File: config.mk
export PLATFORM = sky130hd
export DESIGN_NAME = srec_record_parser_core_flat
export DESIGN_NICKNAME = d
export VERILOG_FILES = /design/src/rtl/core/srec_pkg.sv /design/src/rtl/core/srec_char_if.sv /design/src/rtl/core/srec_result_if.sv /design/src/rtl/core/srec_record_parser_core.sv /design/src/flat_wrapper.sv
export VERILOG_INCLUDE_DIRS = /design/src /design/src/rtl/core
export SDC_FILE = /design/constraint.sdc
export NUM_CORES = 1
export LEC_CHECK = 0
export BUFFER_PORTS_ARGS = -buffer_cell sky130_fd_sc_hd__clkbuf_2
export CORE_ASPECT_RATIO = 0.6
export CORE_UTILIZATION = 40
export CTS_CLUSTER_SIZE = 16
export DETAILED_ROUTE_END_ITERATION = 16
export PLACE_DENSITY = 0.66
export SETUP_SLACK_MARGIN = 0.2
export SLEW_MARGIN = 30
export SYNTH_ARGS = -nofsm -noshare
export SYNTH_HDL_FRONTEND = slang
export SYNTH_SLANG_ARGS = --single-unit
File: constraint.sdc
create_clock -name clk -period 3.36 [get_ports clk]
set_input_delay 0.336 -clock clk [delete_from_list [all_inputs] [get_ports clk]]
set_output_delay 0.336 -clock clk [all_outputs]
set_load 0.03 [all_outputs]
File: src/rtl/core/srec_record_parser_core_defines.svh
// Assertion macros shared by the S-record parser RTL.
`ifndef SREC_RECORD_PARSER_CORE_DEFINES_SVH
`define SREC_RECORD_PARSER_CORE_DEFINES_SVH

// Checks a consequence in the same cycle as its antecedent.
`define SREC_ASSERT_SAME(lbl, clk, rst, ante, cons, msg) \
  lbl: assert property (@(posedge clk) disable iff (rst) (ante) |-> (cons)) else $error(msg);

// Checks a consequence in the cycle after its antecedent.
`define SREC_ASSERT_NEXT(lbl, clk, rst, ante, cons, msg) \
  lbl: assert property (@(posedge clk) disable iff (rst) (ante) |=> (cons)) else $error(msg);

`endif

File: src/rtl/core/srec_pkg.sv
// Types, codes and helper functions of the S-record parser.
`timescale 1ns / 1ps
package srec_pkg;

  localparam int CHAR_W   = 8;
  localparam int KIND_W   = 2;
  localparam int ADDR_W   = 32;
  localparam int LEN_W    = 8;
  localparam int CODE_W   = 3;
  localparam int NIBBLE_W = 4;
  localparam int ABYTES_W = 3;

  localparam logic [CHAR_W-1:0] CHAR_S  = 8'h53;
  localparam logic [CHAR_W-1:0] CHAR_0  = 8'h30;
  localparam logic [CHAR_W-1:0] CHAR_1  = 8'h31;
  localparam logic [CHAR_W-1:0] CHAR_2  = 8'h32;
  localparam logic [CHAR_W-1:0] CHAR_3  = 8'h33;
  localparam logic [CHAR_W-1:0] CHAR_CR = 8'h0D;
  localparam logic [CHAR_W-1:0] CHAR_LF = 8'h0A;

  localparam logic [ABYTES_W-1:0] ABYTES_S1  = 3'd2;
  localparam logic [ABYTES_W-1:0] ABYTES_S2  = 3'd3;
  localparam logic [ABYTES_W-1:0] ABYTES_S3  = 3'd4;
  localparam logic [ABYTES_W-1:0] ABYTES_HDR = 3'd2;

  localparam logic [KIND_W-1:0] KIND_DATA   = 2'd0;
  localparam logic [KIND_W-1:0] KIND_RECORD = 2'd1;
  localparam logic [KIND_W-1:0] KIND_STOP   = 2'd2;

  localparam logic [CODE_W-1:0] STOP_TYPE   = 3'd0;
  localparam logic [CODE_W-1:0] STOP_CSUM   = 3'd1;
  localparam logic [CODE_W-1:0] STOP_CRLF   = 3'd2;
  localparam logic [CODE_W-1:0] STOP_HEADER = 3'd3;
  localparam logic [CODE_W-1:0] STOP_COUNT  = 3'd4;

  typedef enum logic [9:0] {
    PH_HDR_S    = 10'b00_0000_0001,
    PH_HDR_TYPE = 10'b00_0000_0010,
    PH_REC_S    = 10'b00_0000_0100,
    PH_REC_TYPE = 10'b00_0000_1000,
    PH_COUNT    = 10'b00_0001_0000,
    PH_ADDR     = 10'b00_0010_0000,
    PH_DATA     = 10'b00_0100_0000,
    PH_CSUM     = 10'b00_1000_0000,
    PH_CR       = 10'b01_0000_0000,
    PH_LF       = 10'b10_0000_0000
  } phase_t;

  typedef struct packed {
    logic [KIND_W-1:0] kind;
    logic [ADDR_W-1:0] address;
    logic [CHAR_W-1:0] data_byte;
    logic [LEN_W-1:0]  record_length;
    logic [CODE_W-1:0] stop_code;
  } result_t;

  // A character that is not a hex digit counts as zero.
  function automatic logic [NIBBLE_W-1:0] hex_val(input logic [CHAR_W-1:0] c);
    logic [CHAR_W-1:0] d;
    d = 8'd0;
    if (c >= 8'h30 && c <= 8'h39) begin
      d = c - 8'h30;
    end else if (c >= 8'h41 && c <= 8'h46) begin
      d = c - 8'h37;
    end else if (c >= 8'h61 && c <= 8'h66) begin
      d = c - 8'h57;
    end
    return d[NIBBLE_W-1:0];
  endfunction

endpackage

File: src/rtl/core/srec_char_if.sv
// Character stream channel: one image character per beat.
`timescale 1ns / 1ps
interface srec_char_if;
  logic                          valid;
  logic                          ready;
  logic [srec_pkg::CHAR_W-1:0]   in_char;

  modport source (output valid, output in_char, input ready);
  modport sink (input valid, input in_char, output ready);
endinterface

File: src/rtl/core/srec_result_if.sv
// Result stream channel: one data byte, record completion or stop per beat.
`timescale 1ns / 1ps
interface srec_result_if;
  logic                          valid;
  logic                          ready;
  logic [srec_pkg::KIND_W-1:0]   kind;
  logic [srec_pkg::ADDR_W-1:0]   address;
  logic [srec_pkg::CHAR_W-1:0]   data_byte;
  logic [srec_pkg::LEN_W-1:0]    record_length;
  logic [srec_pkg::CODE_W-1:0]   stop_code;

  modport source (output valid, output kind, output address, output data_byte,
                  output record_length, output stop_code, input ready);
  modport sink (input valid, input kind, input address, input data_byte,
                input record_length, input stop_code, output ready);
endinterface

File: src/rtl/core/srec_record_parser_core.sv
// S-record parser core: turns an image character stream into data and status beats.
//
// The chars channel takes one ASCII character of a Motorola S-record image per
// beat. The results channel gives data byte beats (kind 0) with their target
// address, a record-complete beat (kind 1) after the CR LF of each valid data
// record, and one stop beat (kind 2) on the first error. Data bytes leave
// before their checksum is checked, so a record that ends in a stop must be
// discarded by the consumer. After a stop, characters are still taken but
// ignored until reset.
//
// A character lands in an input register, is decoded by combinational logic
// against the parser state and its result lands in the output register. With
// the results channel ready the core takes one character every cycle. When the
// receiver stalls, the pending result holds and an empty input register still
// fills, so at most one more character is taken before chars.ready drops.
//
// Synchronous reset returns the parser to expecting the S of an S0 header and
// empties both registers; no clearing pass is needed.
`timescale 1ns / 1ps
`include "srec_record_parser_core_defines.svh"
module srec_record_parser_core (
  input  logic              clk,
  input  logic              rst,
  srec_char_if.sink         chars,
  srec_result_if.source     results
);
  import srec_pkg::*;

  logic                  in_vld;
  logic [CHAR_W-1:0]     in_char_q;
  logic                  out_vld;
  result_t               res_q;
  logic                  advance;

  phase_t                phase, phase_next;
  logic [NIBBLE_W-1:0]   high_nibble, high_nibble_next;
  logic                  nibble_pending, nibble_pending_next;
  logic [ABYTES_W-1:0]   address_bytes, address_bytes_next;
  logic [LEN_W-1:0]      bytes_left, bytes_left_next;
  logic [CHAR_W-1:0]     running_sum, running_sum_next;
  logic [ADDR_W-1:0]     base_address, base_address_next;
  logic [LEN_W-1:0]      byte_offset, byte_offset_next;
  logic                  is_header, is_header_next;
  logic                  stopped, stopped_next;

  logic                  res_vld;
  result_t               res;
  logic [NIBBLE_W-1:0]   nib;
  logic [CHAR_W-1:0]     bval;
  logic [LEN_W-1:0]      bl_dec;
  logic [ABYTES_W-1:0]   ab_dec;

  assign advance     = in_vld && (!out_vld || results.ready);
  assign chars.ready = !in_vld || advance;

  assign nib    = hex_val(in_char_q);
  assign bval   = {high_nibble, nib};
  assign bl_dec = bytes_left - 8'd1;
  assign ab_dec = address_bytes - 3'd1;

  always_comb begin
    phase_next          = phase;
    high_nibble_next    = high_nibble;
    nibble_pending_next = nibble_pending;
    address_bytes_next  = address_bytes;
    bytes_left_next     = bytes_left;
    running_sum_next    = running_sum;
    base_address_next   = base_address;
    byte_offset_next    = byte_offset;
    is_header_next      = is_header;
    stopped_next        = stopped;
    res_vld             = 1'b0;
    res                 = '0;

    if (!stopped) begin
      unique case (phase)
        PH_HDR_S: begin
          if (in_char_q != CHAR_S) begin
            res_vld = 1'b1;
            res.stop_code = STOP_HEADER;
          end else begin
            phase_next = PH_HDR_TYPE;
          end
        end
        PH_HDR_TYPE: begin
          if (in_char_q != CHAR_0) begin
            res_vld = 1'b1;
            res.stop_code = STOP_HEADER;
          end else begin
            address_bytes_next  = ABYTES_HDR;
            nibble_pending_next = 1'b0;
            phase_next          = PH_COUNT;
          end
        end
        PH_REC_S: begin
          if (in_char_q != CHAR_S) begin
            res_vld = 1'b1;
            res.stop_code = STOP_TYPE;
          end else begin
            phase_next = PH_REC_TYPE;
          end
        end
        PH_REC_TYPE: begin
          nibble_pending_next = 1'b0;
          phase_next          = PH_COUNT;
          if (in_char_q == CHAR_1) begin
            address_bytes_next = ABYTES_S1;
          end else if (in_char_q == CHAR_2) begin
            address_bytes_next = ABYTES_S2;
          end else if (in_char_q == CHAR_3) begin
            address_bytes_next = ABYTES_S3;
          end else begin
            nibble_pending_next = nibble_pending;
            phase_next          = phase;
            res_vld             = 1'b1;
            res.stop_code       = STOP_TYPE;
          end
        end
        PH_CR: begin
          if (in_char_q != CHAR_CR) begin
            res_vld = 1'b1;
            res.stop_code = STOP_CRLF;
          end else begin
            phase_next = PH_LF;
          end
        end
        PH_LF: begin
          if (in_char_q != CHAR_LF) begin
            res_vld = 1'b1;
            res.stop_code = STOP_CRLF;
          end else begin
            phase_next     = PH_REC_S;
            is_header_next = 1'b0;
            if (!is_header) begin
              res_vld           = 1'b1;
              res.kind          = KIND_RECORD;
              res.address       = base_address;
              res.record_length = byte_offset;
            end
          end
        end
        PH_COUNT, PH_ADDR, PH_DATA, PH_CSUM: begin
          if (!nibble_pending) begin
            high_nibble_next    = nib;
            nibble_pending_next = 1'b1;
          end else begin
            nibble_pending_next = 1'b0;
            if (phase == PH_COUNT) begin
              running_sum_next = bval;
              bytes_left_next  = bval;
              if ({1'b0, bval} < ({6'd0, address_bytes} + 9'd1)) begin
                res_vld = 1'b1;
                res.stop_code = STOP_COUNT;
              end else begin
                base_address_next = '0;
                byte_offset_next  = '0;
                phase_next        = PH_ADDR;
              end
            end else if (phase == PH_ADDR) begin
              running_sum_next   = running_sum + bval;
              base_address_next  = {base_address[ADDR_W-CHAR_W-1:0], bval};
              bytes_left_next    = bl_dec;
              address_bytes_next = ab_dec;
              if (ab_dec == 3'd0) begin
                phase_next = (bl_dec <= 8'd1) ? PH_CSUM : PH_DATA;
              end
            end else if (phase == PH_DATA) begin
              running_sum_next = running_sum + bval;
              bytes_left_next  = bl_dec;
              byte_offset_next = byte_offset + 8'd1;
              phase_next       = (bl_dec <= 8'd1) ? PH_CSUM : PH_DATA;
              if (!is_header) begin
                res_vld       = 1'b1;
                res.kind      = KIND_DATA;
                res.address   = base_address + {24'd0, byte_offset};
                res.data_byte = bval;
              end
            end else begin
              if (~running_sum != bval) begin
                res_vld = 1'b1;
                res.stop_code = STOP_CSUM;
              end else if (is_header && base_address != '0) begin
                res_vld = 1'b1;
                res.stop_code = STOP_HEADER;
              end else begin
                phase_next = PH_CR;
              end
            end
          end
        end
        default: begin
          res_vld = 1'b1;
          res.stop_code = STOP_TYPE;
        end
      endcase
      if (res_vld && res.kind == KIND_DATA && res.stop_code == STOP_TYPE
          && phase != PH_DATA) begin
        res.kind = KIND_STOP;
      end
      if (res_vld && res.stop_code != STOP_TYPE) begin
        res.kind = KIND_STOP;
      end
      if (res_vld && res.kind == KIND_STOP) begin
        stopped_next = 1'b1;
      end
    end
  end

  always_ff @(posedge clk) begin
    if (rst) begin
      in_vld         <= 1'b0;
      out_vld        <= 1'b0;
      phase          <= PH_HDR_S;
      high_nibble    <= '0;
      nibble_pending <= 1'b0;
      address_bytes  <= '0;
      bytes_left     <= '0;
      running_sum    <= '0;
      base_address   <= '0;
      byte_offset    <= '0;
      is_header      <= 1'b1;
      stopped        <= 1'b0;
    end else begin
      if (chars.valid && chars.ready) begin
        in_vld <= 1'b1;
      end else if (advance) begin
        in_vld <= 1'b0;
      end
      if (advance) begin
        out_vld        <= res_vld;
        phase          <= phase_next;
        high_nibble    <= high_nibble_next;
        nibble_pending <= nibble_pending_next;
        address_bytes  <= address_bytes_next;
        bytes_left     <= bytes_left_next;
        running_sum    <= running_sum_next;
        base_address   <= base_address_next;
        byte_offset    <= byte_offset_next;
        is_header      <= is_header_next;
        stopped        <= stopped_next;
      end else if (results.ready) begin
        out_vld <= 1'b0;
      end
    end
  end

  always_ff @(posedge clk) begin
    if (chars.valid && chars.ready) begin
      in_char_q <= chars.in_char;
    end
    if (advance) begin
      res_q <= res;
    end
  end

  assign results.valid         = out_vld;
  assign results.kind          = res_q.kind;
  assign results.address       = res_q.address;
  assign results.data_byte     = res_q.data_byte;
  assign results.record_length = res_q.record_length;
  assign results.stop_code     = res_q.stop_code;

  `SREC_ASSERT_NEXT(a_stop_sticky, clk, rst, stopped, stopped,
                    "stop flag cleared without reset")
  `SREC_ASSERT_SAME(a_stop_beat_flag, clk, rst, out_vld && res_q.kind == KIND_STOP,
                    stopped, "stop beat without stop flag")
  `SREC_ASSERT_SAME(a_code_only_on_stop, clk, rst, out_vld && res_q.kind != KIND_STOP,
                    res_q.stop_code == STOP_TYPE, "stop code on a non-stop beat")
  `SREC_ASSERT_NEXT(a_no_beat_after_stop, clk, rst, stopped && (!out_vld || results.ready),
                    !out_vld, "beat produced after stop")

endmodule

File: src/flat_wrapper.sv
// flat-port wrapper written by rule: the top's interface ports become plain ports
module srec_record_parser_core_flat import srec_pkg::*;
  (clk, rst, chars_valid, chars_in_char, chars_ready, results_valid, results_kind, results_address, results_data_byte, results_record_length, results_stop_code, results_ready);
  srec_char_if chars_i ();
  srec_result_if results_i ();
  input  logic clk;
  input  logic rst;
  input wire logic [$bits(chars_i.valid)-1:0] chars_valid;
  input wire logic [$bits(chars_i.in_char)-1:0] chars_in_char;
  output wire logic [$bits(chars_i.ready)-1:0] chars_ready;
  output wire logic [$bits(results_i.valid)-1:0] results_valid;
  output wire logic [$bits(results_i.kind)-1:0] results_kind;
  output wire logic [$bits(results_i.address)-1:0] results_address;
  output wire logic [$bits(results_i.data_byte)-1:0] results_data_byte;
  output wire logic [$bits(results_i.record_length)-1:0] results_record_length;
  output wire logic [$bits(results_i.stop_code)-1:0] results_stop_code;
  input wire logic [$bits(results_i.ready)-1:0] results_ready;
  assign chars_i.valid = chars_valid;
  assign chars_i.in_char = chars_in_char;
  assign chars_ready = chars_i.ready;
  assign results_valid = results_i.valid;
  assign results_kind = results_i.kind;
  assign results_address = results_i.address;
  assign results_data_byte = results_i.data_byte;
  assign results_record_length = results_i.record_length;
  assign results_stop_code = results_i.stop_code;
  assign results_i.ready = results_ready;
  srec_record_parser_core u_core (.clk(clk), .rst(rst), .chars(chars_i), .results(results_i));
endmodule
==> impl_summary.log <==
[metrics] final number of max-transition violations: 0
[metrics] cell type contributing the most total cell area after synthesis: edfxtp_1
[metrics] 1st-pass router iterations: 5
[metrics] part of the total power dissipated in the clock network: 0.496
[metrics] final std cells w/o fill: 1,201
[metrics] portion of the post-synthesis area used by sequential elements: 0.4398
[metrics] global route overflow: 0
[metrics] vias after detailed routing: 7,193
[metrics] distinct cell type count of the synthesized netlist: 76
[metrics] initial antenna violation count: 0
[metrics] area fraction of the dominant cell type after synthesis: 0.2374
[metrics] floorplan die height: 109.6 um
[metrics] unrepaired setup endpoints after global routing: true
[metrics] Post-synth EDFFs: 61
[metrics] net count after synthesis: 875
[metrics] TritonCTS clock tree: done
[metrics] Worst-Margin Slew: 0.7027 ns
[metrics] Clock Latency Late Sink: 0.43 ns
[metrics] overall power of the completed layout: 4.145 mW
[metrics] asr flop ratio synth: 0
[metrics] clock skew after layout: 0.008658 ns
[metrics] CTS buffer count: 17
[metrics] Static Leakage: 3.674 nW
[metrics] Std-Cell Rows: 38
[metrics] initial DRC count: 879
[metrics] CTS H-Tree Depth: 4
[metrics] top_reg_cell synth: dfxtp_1
[metrics] final worst path period share: 0.9984
[metrics] CTS Sinks: 139
[metrics] share of total power in combinational logic: 0.066
[metrics] synthesis-stage register bit count: 139
[metrics] via count of the first global-routing pass: 6,227
[metrics] number of nets in the layout: 991
[metrics] required time worst endpoint: 3.73 ns
[metrics] CP Max Fanout: 5
[metrics] Cell Area, Synth: 0.007715 mm^2
[metrics] shortest period the worst path allows: 3.355 ns
[metrics] final number of hold-violating endpoints: 0
[metrics] half-perimeter wire length after detailed placement: 15,950 um
[metrics] timing startpoint of the critical path: u_core.in_char_q[0]
[metrics] maximum number of pins on one net before global-route repair: 44
[metrics] result of the run: finished, final reports clean
[metrics] sw frac: 0.2384
[metrics] worst hold path type: input pin to register
[metrics] final count of negative-setup-slack endpoints: 0
[metrics] total of hold buffers inserted after clock tree synthesis: 0
[metrics] VDD IR max: 0.3768 mV
[metrics] Floorplan Core Area: 0.01845 mm^2
[metrics] most used standard cells in the synthesized netlist: nor2_1 (79), dfxtp_1 (78), nand2_1 (71)
[metrics] ratio of total power to cell area: 424.0 mW/mm^2
[metrics] data arrival at the endpoint of the critical path: 3.72 ns
[metrics] Final Routed Wirelength: 23,840 um
[metrics] total of warnings raised by yosys: 0
[metrics] Setup Crit Path Kind: register to register
[metrics] cell with the most instances after synthesis: nor2_1
[metrics] Switching Power: 0.9882 mW
[metrics] max-capacitance violation count: 0
[metrics] count of buffers inserted at the top-level ports: 66
[metrics] Longest Clk Path Bufs: 2
[metrics] clock-pin slew reported for the worst setup and hold paths after clock tree synthesis: 0.07 ns
[metrics] internal power: 3.157 mW
[metrics] antenna diode count: 0
[metrics] portion of total power attributed to sequential cells: 0.439
[metrics] RR Startpoint: u_core.in_char_q[0]
[metrics] startpoint class of the critical path: register
[metrics] relative slew slack: 0.5305
[metrics] first-pass GRT wire length: 36,340 um
[metrics] effective utilization at floorplan: 0.4182
[metrics] Die ar.: 0.01986 mm^2
[metrics] worst hold slack: 0.07606 ns
[metrics] floorplan die width: 181.3 um
[metrics] Area growth syn-to-layout: 26.74%
[metrics] Root Buffer: clkbuf_16
[metrics] global-route usage over all layers: 0.2401
[metrics] sort of element at the end of the critical path: register
[metrics] peak clock frequency supported by timing: 298.1 MHz
[metrics] number of design rule violations left after detail routing: 0
[metrics] WL/cell: 19.85 um
[metrics] placer congestion estimate: 0.8906
[metrics] Antenna Nets Post-Route: 0
[metrics] cell count after placement: 1,140
[metrics] routed vias/inst: 5.989
[metrics] top post-synthesis cells by area: edfxtp_1 (24%), dfxtp_1 (20%), ha_1 (4.7%), nor2_1 (3.8%), a22o_1 (3.7%)
[metrics] cell count after synthesis: 832
[metrics] hold path start: chars_in_char[3]
[metrics] Top Ports: 67
[metrics] Synth Area per Inst: 9.273 um^2
[metrics] fraction of final layout cells sized beyond drive strength 1: 0.2497
==> layout make-up <==
type	instances	area [um^2]
Fill cell	1624	8670
Multi-Input combinational cell	618	4332
Sequential cell	139	3393
Timing Repair Buffer	146	1018
Clock buffer	20	479.2
Tap cell	240	300.3
Clock inverter	12	157.7
Inverter	26	97.59
==> sequential cells by signal, summed over array words and instances, names as in the netlist <==
register and cells:
u_core.results.record_length 8, u_core.results.kind 2, u_core.in_vld 1, u_core.base_address 32, u_core.results.address 32, u_core.address_bytes 3
u_core.results.data_byte 8, u_core.bytes_left 8, u_core.stopped 1, u_core.is_header 1, u_core.nibble_pending 1, u_core.high_nibble 4
u_core.results.valid 1, u_core.phase 10, u_core.running_sum 8, u_core.in_char_q 8, u_core.results.stop_code 3, u_core.byte_offset 8
==> worst max-delay path, stage by stage, from the launching register on <==
cell      delay, ns
edfxtp_1       0.40
inv_2          0.07
ha_1           0.26
o21bai_2       0.25
a21oi_4        0.12
buf_4          0.15
a211oi_4       0.21
nor2_4         0.09
ha_4           0.28
buf_4          0.10
nand3_2        0.10
o211ai_4       0.34
buf_6          0.16
nand4_1        0.21
or3_1          0.42
a21oi_1        0.13
==> per-stage QoR <==
stage | setup TNS [ns] | worst slack (ns) | cell area (um^2) | utilization
after floorplan | 0 | 0.2015 | 7779 | -
after global placement | 0 | 0.05696 | 8625 | 0.4675
after detailed placement | 0 | 0.01851 | 8625 | 0.4675
after CTS | 0 | 0.1459 | 9535 | 0.5169
after global routing | -0.6297 | -0.08842 | 9778 | 0.5300
final | 0 | 0.005326 | 9778 | 0.5300
==> power groups by stage <==
| stage | sequential, mW | combinational [mW] | clock (mW) |
|---|---|---|---|
| floorplan | 1.92 | 0.0733 | 0 |
| finish | 1.82 | 0.272 | 2.06 |
| global route | 1.82 | 0.288 | 2.14 |
| CTS | 1.82 | 0.248 | 2.07 |
| detailed placement | 1.86 | 0.221 | 0 |
| global placement | 1.85 | 0.220 | 0 |
==> kinds of logic after synthesis <==
group,count (synthesis),share of synthesized area
AND/OR/NAND/NOR,342,0.2402
AO/OA/AOI/OAI,214,0.1910
flip-flops,139,0.4398
buffers and inverters,76,0.04022
adder cells (fa/ha/maj),31,0.05222
XOR/XNOR,19,0.02157
multiplexers,11,0.01492
==> layout by cell type, fill, tap and decap left out, types with 24 or more instances in the layout <==
cell       n
nor2_1    78
nor3_1    25
nand2_1   70
inv_1     24
nand3_1   27
clkbuf_2  66
a22o_1    33
buf_4     73
o21ai_0   31
edfxtp_1  61
dfxtp_1   78
a21oi_1   40
==> final timing paths <==
path,cells after the start,slack [ns],end
worst max-delay path,15,0.005,u_core.byte_offset[6]
worst max register to register,15,0.005,u_core.byte_offset[6]
worst min-delay path,1,0.08,u_core.in_char_q[3]
worst min register to register,2,0.47,u_core.running_sum[0]
==> layer usage <==
metal	GRT usage	share of wire	vias up
li1	-	-	3389
met1	0.3823	0.52	3464
met2	0.3113	0.39	322
met3	0.06161	0.089	18
met4	0.05387	0.0066	0
met5	0	0	-
==> timing repair <==
item / in CTS / in global routing
resized for setup: 19 / 25
cloned: 2 / 2
endpoints found under the setup margin: 54 / 58
buffers inserted: 19 / 6
pin swaps: 15 / 49
Note: power is estimated with default switching activity, not from simulation.
